===== src/hdl/jses_pkg.sv =====
package jses_pkg;

  localparam int LANE_COUNT = 16;
  localparam int LANE_IDX_W = 4;
  localparam int COUNT_W    = 5;
  localparam int OUT_POS_W  = 32;

  localparam logic [7:0] ESC_XOR   = 8'h02;
  localparam logic [7:0] ESC_LIMIT = 8'd33;
  localparam logic [7:0] BACKSLASH = 8'h5C;

  typedef struct packed {
    logic [63:0]        chunk_low;
    logic [63:0]        chunk_high;
    logic [COUNT_W-1:0] valid_bytes;
    logic               new_string;
  } in_t;

  typedef struct packed {
    logic                 found;
    logic [OUT_POS_W-1:0] position;
    logic [7:0]           escape_byte;
    logic                 last;
  } out_t;

  typedef enum logic {
    ST_IDLE,
    ST_DRAIN
  } state_t;

  typedef struct packed {
    logic sel_input;
    logic load;
    logic emit;
    logic drop;
  } ctrl_cmd_t;

  typedef struct packed {
    logic out_valid;
    logic more;
    logic pending;
  } ctrl_status_t;

  function automatic logic is_escape(input logic [7:0] b);
    logic [7:0] x;
    x = b ^ ESC_XOR;
    return (x < ESC_LIMIT) || (b == BACKSLASH);
  endfunction

endpackage


===== src/hdl/json_string_escape_scanner_top.sv =====
// channel | handshake           | payload
// --------+---------------------+--------------------------------
// input   | in_valid / in_ready | in_item  (jses_pkg::in_t)
// output  | out_valid/out_ready | out_item (jses_pkg::out_t)
//
// A chunk with k flagged bytes gives k results; a chunk with none gives one no-match result.
// The single output register is loaded with one result per cycle while the output is not stalled.
// The first result is formed in the cycle the chunk is accepted, the rest from held lanes.
// Synchronous reset clears the running position, the held lane mask and the output valid flag.
// A stalled output holds the result and drops in_ready.
module json_string_escape_scanner_top #(
  parameter int CHUNK_BYTES   = 16,
  parameter int POSITION_BITS = 32
) (
  input  logic           clk,
  input  logic           rst,
  input  logic           in_valid,
  output logic           in_ready,
  input  jses_pkg::in_t  in_item,
  output logic           out_valid,
  input  logic           out_ready,
  output jses_pkg::out_t out_item
);

  jses_pkg::ctrl_cmd_t    cmd;
  jses_pkg::ctrl_status_t status;

  jses_ctrl u_ctrl (
    .clk       (clk),
    .rst       (rst),
    .in_valid  (in_valid),
    .in_ready  (in_ready),
    .out_ready (out_ready),
    .status    (status),
    .cmd       (cmd)
  );

  jses_datapath #(
    .CHUNK_BYTES   (CHUNK_BYTES),
    .POSITION_BITS (POSITION_BITS)
  ) u_datapath (
    .clk       (clk),
    .rst       (rst),
    .in_item   (in_item),
    .cmd       (cmd),
    .status    (status),
    .out_item  (out_item),
    .out_valid (out_valid)
  );

`ifndef NO_ASSERTIONS
  a_no_accept_while_pending: assert property (@(posedge clk) disable iff (rst)
    in_ready |-> !status.pending)
    else $error("input ready while lanes of a chunk remain");

  a_load_gives_result: assert property (@(posedge clk) disable iff (rst)
    cmd.load |=> out_valid)
    else $error("accepted chunk produced no result");

  a_single_result_clears: assert property (@(posedge clk) disable iff (rst)
    (cmd.load && !status.more) |=> !status.pending)
    else $error("lanes left over after final result");

  a_nomatch_form: assert property (@(posedge clk) disable iff (rst)
    (out_valid && !out_item.found) |-> (out_item.last && out_item.escape_byte == 8'h00))
    else $error("malformed no-match result");

  a_found_is_escape: assert property (@(posedge clk) disable iff (rst)
    (out_valid && out_item.found) |-> jses_pkg::is_escape(out_item.escape_byte))
    else $error("reported byte does not need escaping");
`endif

endmodule


===== src/hdl/jses_ctrl.sv =====
module jses_ctrl (
  input  logic                     clk,
  input  logic                     rst,
  input  logic                     in_valid,
  output logic                     in_ready,
  input  logic                     out_ready,
  input  jses_pkg::ctrl_status_t   status,
  output jses_pkg::ctrl_cmd_t      cmd
);

  jses_pkg::state_t state, state_next;
  logic out_can_load;

  assign out_can_load = !status.out_valid || out_ready;

  always_ff @(posedge clk) begin
    if (rst) begin
      state <= jses_pkg::ST_IDLE;
    end else begin
      state <= state_next;
    end
  end

  always_comb begin
    state_next = state;
    unique case (state)
      jses_pkg::ST_IDLE: begin
        if (in_valid && out_can_load && status.more) begin
          state_next = jses_pkg::ST_DRAIN;
        end
      end
      jses_pkg::ST_DRAIN: begin
        if (out_can_load && !status.more) begin
          state_next = jses_pkg::ST_IDLE;
        end
      end
      default: state_next = jses_pkg::ST_IDLE;
    endcase
  end

  always_comb begin
    in_ready      = (state == jses_pkg::ST_IDLE) && out_can_load;
    cmd.sel_input = (state == jses_pkg::ST_IDLE);
    cmd.load      = in_valid && in_ready;
    cmd.emit      = cmd.load || ((state == jses_pkg::ST_DRAIN) && out_can_load);
    cmd.drop      = status.out_valid && out_ready;
  end

endmodule


===== src/hdl/jses_datapath.sv =====
module jses_datapath #(
  parameter int CHUNK_BYTES   = 16,
  parameter int POSITION_BITS = 32
) (
  input  logic                   clk,
  input  logic                   rst,
  input  jses_pkg::in_t          in_item,
  input  jses_pkg::ctrl_cmd_t    cmd,
  output jses_pkg::ctrl_status_t status,
  output jses_pkg::out_t         out_item,
  output logic                   out_valid
);

  localparam int LANES = (CHUNK_BYTES < jses_pkg::LANE_COUNT) ? CHUNK_BYTES
                                                               : jses_pkg::LANE_COUNT;
  localparam int PW    = (POSITION_BITS > jses_pkg::OUT_POS_W) ? POSITION_BITS
                                                               : jses_pkg::OUT_POS_W;
  localparam int NB    = jses_pkg::LANE_COUNT * 8;

  logic [POSITION_BITS-1:0]        byte_position;
  logic [NB-1:0]                   held_bytes;
  logic [jses_pkg::LANE_COUNT-1:0] held_mask;
  logic [POSITION_BITS-1:0]        held_base;

  logic [jses_pkg::COUNT_W-1:0]    count;
  logic [NB-1:0]                   chunk;
  logic [jses_pkg::LANE_COUNT-1:0] in_flags;
  logic [POSITION_BITS-1:0]        start;

  logic [NB-1:0]                   src_bytes;
  logic [jses_pkg::LANE_COUNT-1:0] src_mask;
  logic [POSITION_BITS-1:0]        src_base;
  logic [jses_pkg::LANE_COUNT-1:0] onehot;
  logic [jses_pkg::LANE_COUNT-1:0] rest;
  logic [jses_pkg::LANE_IDX_W-1:0] idx;
  logic [7:0]                      sel_byte;
  logic [POSITION_BITS-1:0]        pos_sum;
  logic [PW-1:0]                   pos_wide;
  jses_pkg::out_t                  result;

  assign count = (in_item.valid_bytes > jses_pkg::COUNT_W'(LANES))
               ? jses_pkg::COUNT_W'(LANES) : in_item.valid_bytes;
  assign chunk = {in_item.chunk_high, in_item.chunk_low};
  assign start = in_item.new_string ? '0 : byte_position;

  always_comb begin
    for (int i = 0; i < jses_pkg::LANE_COUNT; i++) begin
      in_flags[i] = (jses_pkg::COUNT_W'(i) < count) && jses_pkg::is_escape(chunk[i*8 +: 8]);
    end
  end

  assign src_bytes = cmd.sel_input ? chunk    : held_bytes;
  assign src_mask  = cmd.sel_input ? in_flags : held_mask;
  assign src_base  = cmd.sel_input ? start    : held_base;

  assign onehot = src_mask & (~src_mask + jses_pkg::LANE_COUNT'(1));
  assign rest   = src_mask & ~onehot;

  always_comb begin
    idx      = '0;
    sel_byte = '0;
    for (int i = 0; i < jses_pkg::LANE_COUNT; i++) begin
      idx      = idx | (onehot[i] ? jses_pkg::LANE_IDX_W'(i) : '0);
      sel_byte = sel_byte | (src_bytes[i*8 +: 8] & {8{onehot[i]}});
    end
  end

  assign pos_sum  = src_base + POSITION_BITS'(idx);
  assign pos_wide = PW'(pos_sum);

  always_comb begin
    result.found       = |src_mask;
    result.position    = pos_wide[jses_pkg::OUT_POS_W-1:0];
    result.escape_byte = sel_byte;
    result.last        = ~|rest;
  end

  assign status.out_valid = out_valid;
  assign status.more      = |rest;
  assign status.pending   = |held_mask;

  always_ff @(posedge clk) begin
    if (rst) begin
      out_valid     <= 1'b0;
      held_mask     <= '0;
      byte_position <= '0;
    end else begin
      if (cmd.emit) begin
        out_valid <= 1'b1;
        held_mask <= rest;
      end else if (cmd.drop) begin
        out_valid <= 1'b0;
      end
      if (cmd.load) begin
        byte_position <= start + POSITION_BITS'(count);
      end
    end
  end

  always_ff @(posedge clk) begin
    if (cmd.emit) begin
      out_item <= result;
    end
    if (cmd.load) begin
      held_bytes <= chunk;
      held_base  <= start;
    end
  end

endmodule

===== config.mk =====
export PLATFORM = sky130hd
export DESIGN_NAME = json_string_escape_scanner_top
export DESIGN_NICKNAME = d
export VERILOG_FILES = /design/src/hdl/jses_pkg.sv /design/src/hdl/json_string_escape_scanner_top.sv /design/src/hdl/jses_ctrl.sv /design/src/hdl/jses_datapath.sv
export SDC_FILE = /design/constraint.sdc
export NUM_CORES = 1
export LEC_CHECK = 0
export BUFFER_PORTS_ARGS = -buffer_cell sky130_fd_sc_hd__buf_2
export CAP_MARGIN = 20
export CORE_MARGIN = 2
export CORE_UTILIZATION = 40
export CTS_CLUSTER_SIZE = 12
export DETAILED_ROUTE_END_ITERATION = 10
export GPL_TIMING_DRIVEN = 0
export PLACE_DENSITY = 0.62
export SYNTH_ARGS = -nofsm -noshare
export SYNTH_HDL_FRONTEND = slang
export SYNTH_SLANG_ARGS = --single-unit

===== constraint.sdc =====
create_clock -name clk -period 6.96 [get_ports clk]
set_input_delay 1.044 -clock clk [delete_from_list [all_inputs] [get_ports clk]]
set_output_delay 1.044 -clock clk [all_outputs]
set_load 0.02 [all_outputs]

==> results of run 1 <==
[registers in the layout (all words and copies together), names as in the netlist]
signal and cells:
u_datapath.held_base 32, u_datapath.out_valid 1, u_datapath.byte_position 32, u_datapath.held_bytes 120, u_ctrl.state 1, u_datapath.out_item 42, u_datapath.held_mask 15
[synth_stat cells, drive strengths merged, types with 3 or more instances]
library cell	instances	area share, %
nor3b	5	0.36
nand4	8	0.43
a222oi	8	0.61
nand4b	14	0.94
a31oi	7	0.34
buf	29	1.4
o2111ai	6	0.40
nand3	40	1.5
o21a	3	0.17
nand2	133	3.8
or4b	11	0.85
o22ai	4	0.19
xor2	24	1.6
a21oi	48	1.8
nor4	15	0.86
a221oi	9	0.61
o21ai	38	1.5
a22o	3	0.20
edfxtp	194	45
o211ai	7	0.40
inv	23	0.66
mux2i	67	5.1
nor4b	3	0.25
and3	6	0.33
ha	9	0.86
o221ai	7	0.47
nor2b	31	1.5
or2	3	0.14
mux2	83	7.2
xnor2	33	2.2
clkbuf	25	0.72
nand2b	11	0.53
or3	4	0.19
a22oi	13	0.75
nor3	28	1.2
dfxtp	49	7.5
nor2	109	3.2
a21o	6	0.35
or4	3	0.20
a211oi	10	0.65
[cells by family after synthesis]
group,count (synthesis),share of synthesized area (%)
compound gates,197,10.5
xor+xnor,57,3.83
fa+ha+maj,13,1.33
buf+inv,78,2.77
flops,243,52.3
mux,150,12.3
simple gates,435,17.0
[metal layers]
metal,up-vias,share of wire (%)
met5,-,0.059
met4,4,2.6
met3,74,7.5
met2,429,44
met1,5087,45
li1,4853,-
[through the flow]
stage | cell area (um2) | power [mW] | utilization, % | setup TNS [ps]
final | 15500 | 3.93 | 48.0 | 0
after global routing | 15500 | 4.07 | 48.0 | 0
after CTS | 15500 | 3.95 | 48.0 | 0
after detailed placement | 14600 | 2.45 | 45.1 | -74.1
after global placement | 14500 | 2.45 | 44.9 | 0
after floorplan | 13000 | 2.18 | - | 0
[where the power goes]
group | switching [mW] | internal, mW | total (mW)
clock network | 0.610 | 0.891 | 1.50
logic | 0.442 | 0.242 | 0.684
registers | 0.0338 | 1.71 | 1.75
total | 1.09 | 2.85 | 3.93
[final cells by class]
type	count	share of cell area, %
Sequential cell	243	43.9
Multi-Input combinational cell	852	37.8
Timing Repair Buffer	187	6.31
Clock buffer	47	5.65
Tap cell	442	3.57
Buffer	54	1.81
Inverter	24	0.589
Clock inverter	6	0.363
Antenna cell	1	0.0161
[critical path, delay by kind of cell, from the launching register on]
| family | cells | cell delay [ps] |
|---|---|---|
| buf+inv | 6 | 1910 |
| simple gates | 7 | 2590 |
| fa+ha+maj | 1 | 190 |
| flops | 1 | 300 |
| compound gates | 5 | 1090 |
| xor+xnor | 1 | 110 |
[layout by cell type, fill, tap and decap left out, types with 26 or more instances in the layout]
| cell | synthesis | layout |
|---|---|---|
| clkbuf_1 | 25 | 36 |
| nor2b_1 | 31 | 31 |
| buf_2 | 15 | 198 |
| nor3_1 | 26 | 26 |
| a21oi_1 | 48 | 48 |
| xnor2_1 | 33 | 33 |
| o21ai_0 | 35 | 35 |
| nand3_1 | 40 | 40 |
| mux2_2 | 83 | 83 |
| dfxtp_1 | 49 | 49 |
| clkbuf_16 | 0 | 31 |
| edfxtp_1 | 194 | 194 |
| nand2_1 | 133 | 133 |
| nor2_1 | 108 | 108 |
| mux2i_1 | 67 | 67 |
[worst min-delay path by stage]
stage,startpoint,endpoint,slack [ps],cells after the start
2_1_floorplan,u_datapath.byte_position[3],u_datapath.byte_position[3],430,2
3_5_place_dp,u_datapath.byte_position[3],u_datapath.byte_position[3],440,2
4_1_cts,u_datapath.byte_position[3],u_datapath.byte_position[3],450,2
5_1_grt,u_datapath.byte_position[3],u_datapath.byte_position[3],460,2
6_report,u_datapath.byte_position[3],u_datapath.byte_position[3],450,2
3_3_place_gp,u_datapath.byte_position[3],u_datapath.byte_position[3],430,2
==> impl_metrics.env, run 1 <==
export IMPL_gr_usage_met2_pct=35.1
export IMPL_synth_fp_nets=1322
export IMPL_synth_edff_count=194
export IMPL_cp_slowest_cell="nor3_2"
export IMPL_hpwl_um=28100
export IMPL_worst_slew_pin_slew_ps=1030
export IMPL_avgSynthCellArea_um2=11.1
export IMPL_multi_input_area_um2=5870
export IMPL_ctsResizeCount=0
export IMPL_slew_headroom_pct=31.4
export IMPL_place_inst=1801
export IMPL_critPathRequiredTime_ps=7250
export IMPL_ant_nets=0
export IMPL_timing_final_crit_period_ps=6460
export IMPL_worstPathCellList="buf_4, buf_4, buf_2, buf_4, buf_4, clkbuf_1, a22oi_1, nor3_2, nor4_2, nand3_1, ha_1, a21o_1, a21oi_1, nor2b_1, o211ai_1, a211oi_2, nand2_1, or3_1, nor3_1, xnor2_1"
export IMPL_ys_ff_latch=243
export IMPL_coreArea_um2=32300
export IMPL_worstSkewPairLatency_ps=550
export IMPL_cp_end_kind="flip-flop"
export IMPL_outcome="finished, final reports clean"
export IMPL_startpoint="u_ctrl.state"
export IMPL_grt_pass1_wl_um=58800
export IMPL_netlist_instances=1173
export IMPL_met1_usage_pct=32.4
export IMPL_hold_buffers=0
export IMPL_dp_slack_ps=-59.4
export IMPL_grt_busiest_layer="met2"
export IMPL_max_stage_delay_ps=830
export IMPL_clk_pin_slew_ps=60
export IMPL_dieArea_um2=34000
export IMPL_grtUsageMet3_pct=3.79
export IMPL_synth_warnings=0
export IMPL_setup_viol=0
export IMPL_avgViaCountPerCell=5.63
export IMPL_hp_class="reg2reg"
export IMPL_setup_worst_path_end="u_datapath.out_item[40]"
export IMPL_hold_ws_ps=449
export IMPL_htree_levels=1
export IMPL_fmax_ghz=0.155
export IMPL_p_leak_nw=5.74
export IMPL_pin_count=182
export IMPL_grt_max_degree=83
export IMPL_irDropWorstVdd_uv=216
export IMPL_finClkSkew_ps=20.6
export IMPL_yosysSeqAreaShare_pct=52.3
export IMPL_drv_slew=0
export IMPL_reg2reg_depth=20
export IMPL_cts_made_buffers=29
export IMPL_synth_cell_types=88
export IMPL_seq_area_um2=6810
export IMPL_worst_slack_ps=499
export IMPL_die_h_um=184
export IMPL_cts_setup_buffers=0
export IMPL_hold_violations=0
export IMPL_overflow=0
export IMPL_fin_crit_sh_pct=92.8
export IMPL_portBuffers=180
export IMPL_routed_wl_um=38700
export IMPL_vias=10400
export IMPL_gp_congestion=0.886
export IMPL_avgRoutedWirePerCell_um=20.8
export IMPL_n_fill_cell=3001
export IMPL_rows=66
export IMPL_path_common_cell="buf_4"
export IMPL_p_per_area_nw_per_um2=254
export IMPL_firstDrtPassIters=6
export IMPL_finalNetCount=1540
export IMPL_grt_pass1_vias=10100
export IMPL_instances_no_fill=1856
export IMPL_die_w_um=184
export IMPL_cts_tree="done"
export IMPL_clk_path_buf_depth=3
export IMPL_area_growth_pct=19.1
export IMPL_root_buffer="clkbuf_16"
export IMPL_async_flop_share_pct=0
export IMPL_clkSinkCount=243
export IMPL_synth_top_flop_cell="edfxtp_1"
export IMPL_reg2reg_from="u_ctrl.state"
export IMPL_drt_iter0_markers=909
export IMPL_worstSetupPathType="reg2reg"
export IMPL_grtUsageTotal_pct=22.5
export IMPL_drive_gt1_share_pct=25.7
export IMPL_drc=0
export IMPL_syn_area_um2=13000
export IMPL_max_cap_viol_count=0
export IMPL_cp_start_kind="flip-flop"
export IMPL_crit_arrival_ps=6750
export IMPL_r2r_slack_ps=500
export IMPL_r2r_end="u_datapath.out_item[40]"
export IMPL_start_util_pct=40.3
export IMPL_critPathMaxFanout=10
export IMPL_rsz0062_at_grt="false"
export IMPL_antenna_found_initial=3
Power figures use the tool's default switching activity.
==> inputs of run 2 (changes only) <==
==> constraint.sdc (replaced) <==
create_clock -name clk -period 6.96 [get_ports clk]
set_input_delay 0.348 -clock clk [delete_from_list [all_inputs] [get_ports clk]]
set_output_delay 0.348 -clock clk [all_outputs]
set_load 0.02 [all_outputs]
==> run 2 against run 1 <==
Effect of this change: power increased by 3.2%; critical path depth did not move; first-iteration DRC count is 13% higher; combinational power is 6.1% higher; via count up 1.6%; die area did not move; cell count grew 4.4%; largest cell class unchanged; largest power group unchanged; highest routed layer is now met4.
==> impl_metrics.env, run 2 (same netlist as run 1, synthesis figures left out) <==
export IMPL_overflow=0
export IMPL_irDropWorstVdd_uv=192
export IMPL_gr_usage_met2_pct=35.9
export IMPL_firstDrtPassIters=6
export IMPL_drv_slew=0
export IMPL_rows=66
export IMPL_p_leak_nw=6.12
export IMPL_top_register="u_datapath.held_bytes"
export IMPL_hpwl_um=28100
export IMPL_drive_gt1_share_pct=24.7
export IMPL_hold_buffers=78
export IMPL_startpoint="in_item[122]"
export IMPL_tns_ps=0
export IMPL_grt_pass1_wl_um=59900
export IMPL_clk_path_buf_depth=3
export IMPL_cts_setup_buffers=0
export IMPL_drt_iter0_markers=1026
export IMPL_hold_violations=0
export IMPL_start_util_pct=40.3
export IMPL_dp_slack_ps=539
export IMPL_area_growth_pct=25.8
export IMPL_final_cell_mix="buf_2 (197), edfxtp_1 (194), nand2_1 (133)"
export IMPL_avgRoutedWirePerCell_um=20.5
export IMPL_grtUsageMet3_pct=3.87
export IMPL_max_cap_viol_count=0
export IMPL_cts_tree="done"
export IMPL_crit_arrival_ps=6750
export IMPL_p_per_area_nw_per_um2=248
export IMPL_avgViaCountPerCell=5.48
export IMPL_ant_nets=0
export IMPL_clkSinkCount=243
export IMPL_fin_crit_sh_pct=92.5
export IMPL_largest_register_ffs=120
export IMPL_vias=10600
export IMPL_antenna_found_initial=0
export IMPL_critPathRequiredTime_ps=7270
export IMPL_grtUsageTotal_pct=23.0
export IMPL_slew_headroom_pct=29.6
export IMPL_gp_congestion=0.883
export IMPL_dieArea_um2=34000
export IMPL_portBuffers=180
export IMPL_p_total_mw=4.06
export IMPL_grt_pass1_vias=10400
export IMPL_timing_final_crit_period_ps=6440
export IMPL_met1_usage_pct=32.8
export IMPL_outcome="finished, final reports clean"
export IMPL_root_buffer="clkbuf_16"
export IMPL_hp_class="in2reg"
export IMPL_cp_start_kind="primary input"
export IMPL_clk_pin_slew_ps=70
export IMPL_rsz0062_at_grt="false"
export IMPL_top_regs="u_datapath.held_bytes x120, u_datapath.out_item x42"
export IMPL_fmax_ghz=0.155
export IMPL_die_w_um=184
export IMPL_reg2reg_from="u_ctrl.state"
export IMPL_htree_levels=1
export IMPL_die_h_um=184
export IMPL_place_area_um2=14600
export IMPL_min_from="in_item[128]"
export IMPL_cp_end_kind="flip-flop"
export IMPL_routed_wl_um=39700
export IMPL_coreArea_um2=32300
export IMPL_final_util_pct=50.8
export IMPL_final_common_cell="buf_2"
export IMPL_worst_slew_pin_slew_ps=1060
export IMPL_stdcell_area_um2=16400
export IMPL_critPathMaxFanout=9
export IMPL_drc=0
export IMPL_setup_viol=0
export IMPL_pin_count=182
export IMPL_ctsResizeCount=0
export IMPL_grt_max_degree=60
export IMPL_cts_made_buffers=30
export IMPL_worstSetupPathType="in2reg"
export IMPL_worstSkewPairLatency_ps=560
export IMPL_diodes=0
export IMPL_worst_slack_ps=519
export IMPL_grt_busiest_layer="met2"
export IMPL_finClkSkew_ps=12.7
export IMPL_finalNetCount=1621
[run 2: path summary, 6_finish.rpt]
check                                 to  slack, ps  depth (start not counted)
min            u_datapath.held_bytes[58]         10                          1
max reg2reg      u_datapath.out_item[34]        550                         20
max              u_datapath.out_item[34]        520                         20
min reg2reg  u_datapath.byte_position[0]        450                          2
[run 2: area by class of cell]
cell class | instances | area (um2)
clock inverter | 13 | 125
fill | 2897 | 15900
inverter | 24 | 91.3
clock buffer | 43 | 882
tap | 442 | 553
timing repair buffer | 267 | 1800
sequential | 243 | 6810
buffer | 54 | 274
multi-input combinational | 852 | 5860
[run 2: routing by layer]
metal / vias up / routed length (um)
met4: 0 / 967
met1: 5109 / 17800
met3: 63 / 3090
met2: 419 / 17800
li1: 5027 / -
met5: - / 0
[run 2: report_power, final]
group	total (mW)	switching, mW	internal (mW)
Clock	1.59	0.632	0.954
Combinational	0.726	0.452	0.274
Sequential	1.75	0.0337	1.71
Total	4.06	1.12	2.94
[run 2: worst max-delay path: stages]
cell	delay, ps
dlygate4sd3_1	540
buf_2	150
or4b_1	510
a21oi_1	220
a2bb2oi_1	420
nor2_1	170
and4_1	240
buf_2	150
nand3_1	420
inv_2	70
nor4_1	630
nand4_1	420
ha_1	450
nor2b_1	170
o211ai_1	180
a211oi_2	430
nand2_1	320
nor3_1	610
nand2_1	140
xor2_1	160
[run 2: stage by stage]
step / std cells / hold WS [ps]
after floorplan: 1173 / 427
final: 1938 / 13.2
after global routing: 1938 / 3.32
after CTS: 1936 / 0.270
after detailed placement: 1802 / 443
after global placement: 1795 / 435
